<file path="config.mk">
export PLATFORM = sky130hd
export DESIGN_NAME = midi_volume_cc_parser_unit
export DESIGN_NICKNAME = d
export VERILOG_FILES = /design/src/rtl/mvcp_pkg.sv /design/src/rtl/mvcp_front.sv /design/src/rtl/mvcp_queue.sv /design/src/rtl/mvcp_back.sv /design/src/rtl/midi_volume_cc_parser_unit.sv
export SDC_FILE = /design/constraint.sdc
export NUM_CORES = 1
export LEC_CHECK = 0
export ABC_AREA = 0
export BUFFER_PORTS_ARGS = -buffer_cell sky130_fd_sc_hd__buf_4
export CAP_MARGIN = 10
export CORE_MARGIN = 2
export CORE_UTILIZATION = 35
export CTS_CLUSTER_DIAMETER = 200
export CTS_CLUSTER_SIZE = 14
export DETAILED_ROUTE_END_ITERATION = 16
export GPL_TIMING_DRIVEN = 0
export PLACE_DENSITY = 0.56
export REMOVE_ABC_BUFFERS = 1
export SYNTH_ARGS = -nofsm -noshare
export SYNTH_HDL_FRONTEND = slang
export SYNTH_HIERARCHICAL = 1
export SYNTH_SLANG_ARGS = --single-unit
</file>
<file path="constraint.sdc">
create_clock -name i_clk -period 4.5 [get_ports i_clk]
set_clock_uncertainty 0.15 [all_clocks]
set_input_delay 0.225 -clock i_clk [delete_from_list [all_inputs] [get_ports i_clk]]
set_output_delay 0.225 -clock i_clk [all_outputs]
set_load 0.05 [all_outputs]
</file>
<file path="src/rtl/mvcp_pkg.sv">
// ----------------------------------------------------------------------------
// MIDI volume parser package
// Shared types and constants for the MIDI volume control-change parser.
// ----------------------------------------------------------------------------
package mvcp_pkg;

    localparam logic [7:0] STATUS_MASK      = 8'h80;
    localparam logic [7:0] STATUS_CC_CH1    = 8'hB0;
    localparam logic [6:0] CTRL_VOLUME      = 7'd7;
    localparam logic [7:0] VOLUME_OFFSET_DB = 8'd99;

    // Configuration register indexes.
    localparam logic CFG_VOLUME_MIN = 1'b0;
    localparam logic CFG_VOLUME_MAX = 1'b1;

    localparam logic signed [7:0] VOLUME_MIN_RESET = -8'sd99;
    localparam logic signed [7:0] VOLUME_MAX_RESET = 8'sd28;

    typedef enum logic [1:0] {
        ST_IDLE        = 2'd0,
        ST_HAVE_STATUS = 2'd1,
        ST_HAVE_DATA1  = 2'd2
    } t_parse_state;

    // One candidate volume from the parser, in whole dB.
    typedef struct packed {
        logic              valid;
        logic signed [7:0] db;
    } t_volume_push;

    typedef struct packed {
        logic full;
        logic empty;
        logic pop;
    } t_queue_status;

endpackage

</file>
<file path="src/rtl/mvcp_front.sv">
// ----------------------------------------------------------------------------
// MIDI parser front end
// Accepts received bytes, tracks the message and forwards volume candidates.
// ----------------------------------------------------------------------------
module mvcp_front
    import mvcp_pkg::*;
(
    input  logic         i_clk,
    input  logic         i_rst_n,
    input  logic         i_accept,
    input  logic [7:0]   i_rx_byte,
    output t_volume_push o_push
);

    t_parse_state r_state, n_state;
    logic [7:0]   r_status, n_status;
    logic [6:0]   r_first, n_first;
    logic         is_status;

    assign is_status = (i_rx_byte & STATUS_MASK) != 8'h00;

    // Next state.
    always_comb begin
        n_state  = r_state;
        n_status = r_status;
        n_first  = r_first;
        if (i_accept) begin
            if (is_status) begin
                n_status = i_rx_byte;
                n_state  = ST_HAVE_STATUS;
            end else begin
                unique case (r_state)
                    ST_HAVE_STATUS: begin
                        n_first = i_rx_byte[6:0];
                        n_state = ST_HAVE_DATA1;
                    end
                    ST_HAVE_DATA1: n_state = ST_IDLE;
                    default:       n_state = ST_IDLE;
                endcase
            end
        end
    end

    // Outputs.
    always_comb begin
        o_push.db    = $signed({1'b0, i_rx_byte[6:0]} - VOLUME_OFFSET_DB);
        o_push.valid = 1'b0;
        unique case (r_state)
            ST_HAVE_DATA1: begin
                o_push.valid = i_accept && !is_status &&
                               (r_status == STATUS_CC_CH1) && (r_first == CTRL_VOLUME);
            end
            default: o_push.valid = 1'b0;
        endcase
    end

    always_ff @(posedge i_clk) begin
        if (!i_rst_n) begin
            r_state  <= ST_IDLE;
            r_status <= 8'h00;
            r_first  <= 7'h00;
        end else begin
            r_state  <= n_state;
            r_status <= n_status;
            r_first  <= n_first;
        end
    end

endmodule

</file>
<file path="src/rtl/mvcp_queue.sv">
// ----------------------------------------------------------------------------
// MIDI parser volume queue
// Small FIFO that decouples the parser from the window check and output.
// ----------------------------------------------------------------------------
module mvcp_queue
    import mvcp_pkg::*;
#(
    parameter int DEPTH = 4
) (
    input  logic              i_clk,
    input  logic              i_rst_n,
    input  t_volume_push      i_push,
    input  logic              i_pop,
    output logic signed [7:0] o_db,
    output t_queue_status     o_status
);

    localparam int PW = (DEPTH > 1) ? $clog2(DEPTH) : 1;
    localparam int CW = $clog2(DEPTH + 1);

    logic signed [7:0] r_mem [DEPTH];
    logic [PW-1:0]     r_wr_ptr, n_wr_ptr;
    logic [PW-1:0]     r_rd_ptr, n_rd_ptr;
    logic [CW-1:0]     r_count, n_count;
    logic              do_push, do_pop;

    assign o_status.full  = (r_count == CW'(DEPTH));
    assign o_status.empty = (r_count == '0);
    assign o_status.pop   = do_pop;
    assign do_push        = i_push.valid && !o_status.full;
    assign do_pop         = i_pop && !o_status.empty;
    assign o_db           = r_mem[r_rd_ptr];

    always_comb begin
        n_wr_ptr = r_wr_ptr;
        n_rd_ptr = r_rd_ptr;
        n_count  = r_count;
        if (do_push) begin
            n_wr_ptr = (r_wr_ptr == PW'(DEPTH - 1)) ? '0 : r_wr_ptr + 1'b1;
        end
        if (do_pop) begin
            n_rd_ptr = (r_rd_ptr == PW'(DEPTH - 1)) ? '0 : r_rd_ptr + 1'b1;
        end
        if (do_push && !do_pop) begin
            n_count = r_count + 1'b1;
        end else if (do_pop && !do_push) begin
            n_count = r_count - 1'b1;
        end
    end

    always_ff @(posedge i_clk) begin
        if (do_push) begin
            r_mem[r_wr_ptr] <= i_push.db;
        end
    end

    always_ff @(posedge i_clk) begin
        if (!i_rst_n) begin
            r_wr_ptr <= '0;
            r_rd_ptr <= '0;
            r_count  <= '0;
        end else begin
            r_wr_ptr <= n_wr_ptr;
            r_rd_ptr <= n_rd_ptr;
            r_count  <= n_count;
        end
    end

endmodule

</file>
<file path="src/rtl/mvcp_back.sv">
// ----------------------------------------------------------------------------
// MIDI parser back end
// Holds the volume window, checks candidates and drives the output register.
// ----------------------------------------------------------------------------
module mvcp_back
    import mvcp_pkg::*;
(
    input  logic              i_clk,
    input  logic              i_rst_n,
    input  logic              i_cfg_we,
    input  logic              i_cfg_addr,
    input  logic [7:0]        i_cfg_wdata,
    input  logic              i_queue_empty,
    input  logic signed [7:0] i_db,
    output logic              o_pop,
    input  logic              i_out_ready,
    output logic              o_out_valid,
    output logic [9:0]        o_volume_quarter_db
);

    logic signed [7:0] r_min_db, r_max_db;
    logic              r_valid, n_valid;
    logic [9:0]        r_volume;
    logic              in_window;

    assign in_window = (i_db >= r_min_db) && (i_db <= r_max_db);

    // A candidate leaves the queue whenever the output register is free or drains.
    assign o_pop = !i_queue_empty && (!r_valid || i_out_ready);

    always_comb begin
        if (o_pop) begin
            n_valid = in_window;
        end else begin
            n_valid = r_valid && !i_out_ready;
        end
    end

    assign o_out_valid         = r_valid;
    assign o_volume_quarter_db = r_volume;

    always_ff @(posedge i_clk) begin
        if (o_pop && in_window) begin
            r_volume <= {i_db, 2'b00};
        end
    end

    always_ff @(posedge i_clk) begin
        if (!i_rst_n) begin
            r_valid  <= 1'b0;
            r_min_db <= VOLUME_MIN_RESET;
            r_max_db <= VOLUME_MAX_RESET;
        end else begin
            r_valid <= n_valid;
            if (i_cfg_we) begin
                unique case (i_cfg_addr)
                    CFG_VOLUME_MIN: r_min_db <= $signed(i_cfg_wdata);
                    CFG_VOLUME_MAX: r_max_db <= $signed(i_cfg_wdata);
                    default:        r_min_db <= r_min_db;
                endcase
            end
        end
    end

endmodule

</file>
<file path="src/rtl/midi_volume_cc_parser_unit.sv">
// ----------------------------------------------------------------------------
// MIDI volume control-change parser
// Top level: byte stream in, accepted master volume in quarter dB out.
// ----------------------------------------------------------------------------
// The block takes MIDI bytes and emits a volume, in quarter dB, for the second data
// byte of a channel-1 volume control change whose level falls inside the configured
// window; the volume passes through the candidate queue and the output register. A
// byte is taken whenever the candidate queue between the parser and the output stage
// has room (DEPTH entries), so with the output side ready the input runs at one byte
// a cycle. Write the window registers only while no message is in flight.
module midi_volume_cc_parser_unit
    import mvcp_pkg::*;
#(
    parameter int DEPTH = 4
) (
    input  logic        i_clk,
    input  logic        i_rst_n,
    input  logic        s_axis_tvalid,
    output logic        s_axis_tready,
    input  logic [7:0]  s_axis_tdata,   // [7:0] rx_byte
    output logic        m_axis_tvalid,
    input  logic        m_axis_tready,
    output logic [15:0] m_axis_tdata,   // [9:0] volume_quarter_db, [15:10] zero
    input  logic        i_cfg_we,
    input  logic        i_cfg_addr,
    input  logic [7:0]  i_cfg_wdata
);

    t_volume_push      push;
    t_queue_status     q_status;
    logic signed [7:0] q_db;
    logic              pop;
    logic              accept;
    logic [9:0]        volume;

    assign s_axis_tready = !q_status.full;
    assign accept        = s_axis_tvalid && s_axis_tready;

    mvcp_front u_front (
        .i_clk     (i_clk),
        .i_rst_n   (i_rst_n),
        .i_accept  (accept),
        .i_rx_byte (s_axis_tdata),
        .o_push    (push)
    );

    mvcp_queue #(
        .DEPTH (DEPTH)
    ) u_queue (
        .i_clk    (i_clk),
        .i_rst_n  (i_rst_n),
        .i_push   (push),
        .i_pop    (pop),
        .o_db     (q_db),
        .o_status (q_status)
    );

    mvcp_back u_back (
        .i_clk               (i_clk),
        .i_rst_n             (i_rst_n),
        .i_cfg_we            (i_cfg_we),
        .i_cfg_addr          (i_cfg_addr),
        .i_cfg_wdata         (i_cfg_wdata),
        .i_queue_empty       (q_status.empty),
        .i_db                (q_db),
        .o_pop               (pop),
        .i_out_ready         (m_axis_tready),
        .o_out_valid         (m_axis_tvalid),
        .o_volume_quarter_db (volume)
    );

    assign m_axis_tdata = {6'b000000, volume};

    // A new result only appears after a candidate left the queue.
    a_valid_from_pop: assert property (@(posedge i_clk) disable iff (!i_rst_n)
        $rose(m_axis_tvalid) |-> $past(q_status.pop))
        else $error("output valid rose without a queue pop");

    // The queue is never both full and empty.
    a_queue_flags: assert property (@(posedge i_clk) disable iff (!i_rst_n)
        !(q_status.full && q_status.empty))
        else $error("queue full and empty at once");

    // A full queue takes no push, so the input is held off.
    a_no_overflow: assert property (@(posedge i_clk) disable iff (!i_rst_n)
        q_status.full |-> !s_axis_tready)
        else $error("input ready while queue is full");

    // Results are whole dB scaled by four.
    a_quarter_align: assert property (@(posedge i_clk) disable iff (!i_rst_n)
        m_axis_tvalid |-> (m_axis_tdata[1:0] == 2'b00))
        else $error("volume not a multiple of four quarter dB");

endmodule

</file>
* After elaboration in Yosys (flattened, before gate mapping)
Memory sizes are Yosys's and may differ from the RTL's. A register that Yosys moved wholly into a read port is not among the register bits.
Cells that the tools add are included.
** Cells by class
- Reductions and logical operators :: 26
- Div/mod/pow operators :: 0
- $add $sub $neg :: 5
- Magnitude comparators :: 2
- Equality and inequality tests :: 7
- Multipliers :: 0
- Shift-type cells :: 0
- Bitwise logic cells :: 2
- Mux-type cells :: 12
** Operators with widths (number)
- logical AND 1 bit :: 12
- 2-to-1 mux 2 bit :: 6
- == test 8 bit, second input constant :: 1
- >= comparator 8 bit :: 1
- less-or-equal comparator 8 bit :: 1
- subtractor 7 x 7 -> 8 bit, second input constant :: 1
- == test 7 x 3 -> 1 bit, second input constant :: 1
- zero test 1 bit :: 7
- == test 2 bit, second input constant :: 3
- 2-to-1 mux 3 bit :: 2
- AND reduction 2 bit :: 3
- adder 2 x 1 -> 2 bit, second input constant :: 2
- 2-to-1 mux 1 bit :: 4
- adder 3 x 1 -> 3 bit, second input constant :: 1
- == test 3 bit, second input constant :: 1
- zero test 3 bit :: 1
- AND reduction 3 bit :: 1
- subtractor 3 x 1 -> 3 bit, second input constant :: 1
- == test 2 x 1 -> 1 bit, second input constant :: 1
- inverter 1 bit :: 2
- nonzero test 2 bit :: 1
- logical OR 1 bit :: 1
** Word-level totals
- Memory bits (read-only) :: 0
- Memories :: 1
- Input port bits :: 22
- Register bits after elaboration :: 49
- Bits in writable memories :: 32
- Latch bits :: 0
- Logic and storage cells :: 65
** Memories
- u_queue.r_mem :: words 4, width 8, read ports 1, clocked after Yosys merged registers in 1, write ports 1, RTL line mvcp_queue.sv:21 : logic signed [7:0] r_mem [DEPTH];

* Logic depth before layout (Yosys ltp)
- Word-level depth :: 12
- Depth in mapped cells :: 12
- Gate-level depth less buffers :: 11

* Cells and area by module
Netlist, hierarchy kept.
** Modules (own cells, without submodules)
- mvcp_queue :: area an instance 1646.6 um^2, times used 1, cells an instance 95, seq. area each 1141.1 um^2
- mvcp_back :: area an instance 1323.8 um^2, times used 1, cells an instance 140, seq. area each 580.6 um^2
- mvcp_front :: area an instance 790.8 um^2, times used 1, cells an instance 83, seq. area each 340.3 um^2
- midi_volume_cc_parser_unit :: area an instance 58.8 um^2, times used 1, cells an instance 9, seq. area each 0.0 um^2

* Worst setup path before layout
No wires, ideal clock.
- Path kind :: register -> register
- Start :: reg with a tool-made name
- End :: reg u_back.r_volume[2], in the netlist u_back/o_volume_quarter_db[2], enable pin
- Period minus slack after synthesis :: 3.626 ns
- Setup slack :: 0.874 ns
- Buffers on the path :: 1
- Stages on the path, launching flop included :: 8
- Library setup time :: 0.398 ns
- Data arrival time :: 3.078 ns
- Data required time :: 3.952 ns
- Cell sequence :: dfxtp_1 buf_2 mux4_2 ha_1 nand4_2 o311a_1 and3_4 nor4b_1
** RTL lines
- end signal: assignment :: RTL line mvcp_back.sv:44 : r_volume <= {i_db, 2'b00};
- end: declaration :: RTL line mvcp_back.sv:23 : logic [9:0] r_volume;

==> flow_summary.toml <==
[floorplanning]
ios = 40
core_mm2 = 0.0107
row_count = 38
die_w_um = 108
die_area_mm2 = 0.0117
die_h_um = 108
start_util = 0.354

[worst_setup_path]
max_stage_delay_ns = 0.67
r2r-end = "u_queue/r_count[2]"
worst-path-max-fanout = 13
worstSetupStartpointType = "register"
critPathKind = "reg2reg"
endpoint_kind = "register"
cpMaxStageDelayCell = "nor2b_1"
cp_common_cell = "nor2b_1"
regToRegSetupSlack_ns = 0.72
critPathBufInv = 1
rr_worst_depth = 11
worstPathArrival_ns = 3.90
critPathRequiredTime_ns = 4.62
critPathTopFamily = "simple AND/OR/NAND/NOR gates"
r2r-start = "u_queue/r_count[0]"
path_cells = "nor3b_2 > nor2b_1 > nor4b_1 > and4_1 > nor2b_1 > ha_1 > inv_1 > fa_1 > xor2_1 > or3_1 > a21boi_1"

[yosys]
syn_area_mm2 = 0.00381
avgSynthCellArea_um2 = 11.7
syn-instance-count = 325
synth.yosys.warnings = 6

[grt]
overflow = 0
antenna_found_initial = 0
grt_pass1_wl_um = 11800
grt_pass1_vias = 2442
grt_max_degree = 47
track_usage = 0.131

[clock_network]
cts_tree = "yes"
cts_htree_levels = 3
cts_hold_buf = 7
cts.clk_slew.worst_paths_ns = 0.09
root_buffer = "clkbuf_8"
cts_buffer_depth = 2
clk_latency_ns = 0.34
postCtsSetupBuffers = 0
cts_sinks = 83
cts.repair.resized = 0
numCtsBuffers = 9

[timing]
finalCritPeriodShare = 0.839
maxSlewViolCount = 0
hold_viol_final = 0
max_slew_margin = 0.360
final-setup-viol-count = 0
whs_ns = 0.0207
period_minus_slack_ns = 3.78
fmax_mhz = 265
tightest_slew_ns = 0.957
grt_setup_unrepaired = "no"

[route]
drc = 0
avgViaCountPerCell = 4.76
wl_per_cell_um = 14.1
drtPass1Iterations = 4
ant_nets = 0
wl_um = 7130
first_iter_violations = 88
vias = 2411

[hold_path]
min_to = "u_back/r_min_db[6]"
worstHoldPathType = "in2reg"
worstHoldStart = "i_cfg_wdata[6]"
holdPathStages = 3

[layout]
area_growth_pct = 16.1
nets = 408
drive_gt1_frac = 0.172
antennaDiodeCount = 0
n_fill_cell = 1054
postLayoutCoreUtil = 0.412
stdcell_count = 507

[outcome]
status = "complete, no violations"

[power_and_ir_drop]
finalPower_uw = 1480
ir_worst_vdd_v = 0.000176
power_density_mw_per_mm2 = 336
leakagePower_uw = 0.00166

[placement]
io_buffers = 31
place_inst = 484
dpl.hpwl_um = 5080
gp_congestion = 0.824

[run]
cap_violations = 0
registers in the layout, summed over array words and instances, names as in the netlist, named ones only:
register / cells
u_front/r_state: 2
u_queue/r_mem: 32
u_back/r_max_db: 8
u_back/o_out_valid: 1
u_queue/r_rd_ptr: 2
u_back/o_volume_quarter_db: 8
u_queue/r_wr_ptr: 2
u_front/r_first: 7
u_front/r_status: 8
u_queue/r_count: 3
u_back/r_min_db: 8
worst max path at each step:
stage	start	to	slack (ns)	cells past startpoint
final	u_queue/r_count[0]	u_queue/r_count[2]	0.72	11
after global routing	u_queue/r_count[0]	u_queue/r_count[2]	0.40	11
after CTS	u_queue/r_count[0]	u_queue/r_count[2]	0.74	11
after detailed placement	u_queue/r_count[0]	u_queue/r_count[2]	0.78	11
after global placement	register	u_back/o_volume_quarter_db[4]	-0.02	6
after floorplan	register	u_back/o_volume_quarter_db[2]	0.79	6
power by group:
group	internal, uW	switching, uW	total [uW]
Combinational	43.1	68.1	111
Clock	309	253	562
Sequential	805	5.51	811
Total	1160	326	1480
layout by cell type, fill, tap and decap left out, drive strengths merged, types with 3 or more instances in the layout:
cell and n:
nand2 46, dfxtp 43, edfxtp 40, buf 32, inv 24, ha 23
a21boi 17, nor2b 14, nand3 11, mux2i 10, clkbuf 10, conb 8
mux4 8, dlygate4sd3 7, o211ai 7, and2 6, a21oi 6, nand2b 5
xor2 4, clkinv 4, nor2 3, xnor2 3, nor3 3, o21ai 3
worst register-to-register path, stage by stage (launching register included):
cell and delay, ns:
dfxtp_1 0.48, nor3b_2 0.12, nor2b_1 0.67, nor4b_1 0.29
and4_1 0.22, nor2b_1 0.45, ha_1 0.28, inv_1 0.06
fa_1 0.39, xor2_1 0.16, or3_1 0.30, a21boi_1 0.13
cell type report:
class / count / area (um^2) / area share
Timing Repair Buffer: 39 / 310 / 0.0702
Sequential cell: 83 / 2060 / 0.466
Clock buffer: 10 / 128 / 0.0289
Multi-Input combinational cell: 205 / 1580 / 0.356
Inverter: 24 / 90.1 / 0.0204
Tap cell: 140 / 175 / 0.0396
Clock inverter: 6 / 81.3 / 0.0184
per-stage QoR:
stage / worst slack, ns / TNS [ns] / cell area (um^2)
6_report: 0.725 / 0 / 4420
5_1_grt: 0.400 / 0 / 4420
4_1_cts: 0.741 / 0 / 4420
3_5_place_dp: 0.779 / 0 / 4140
3_3_place_gp: -0.0177 / -0.140 / 4130
2_1_floorplan: 0.792 / 0 / 3720
layer usage:
metal	global-route usage	vias up	wire, um
met5	0	-	0
met4	0.0403	0	105
met3	0.0325	12	267
met2	0.228	49	3470
met1	0.160	1141	3290
li1	-	1209	-
Power figures use the tool's default switching activity.
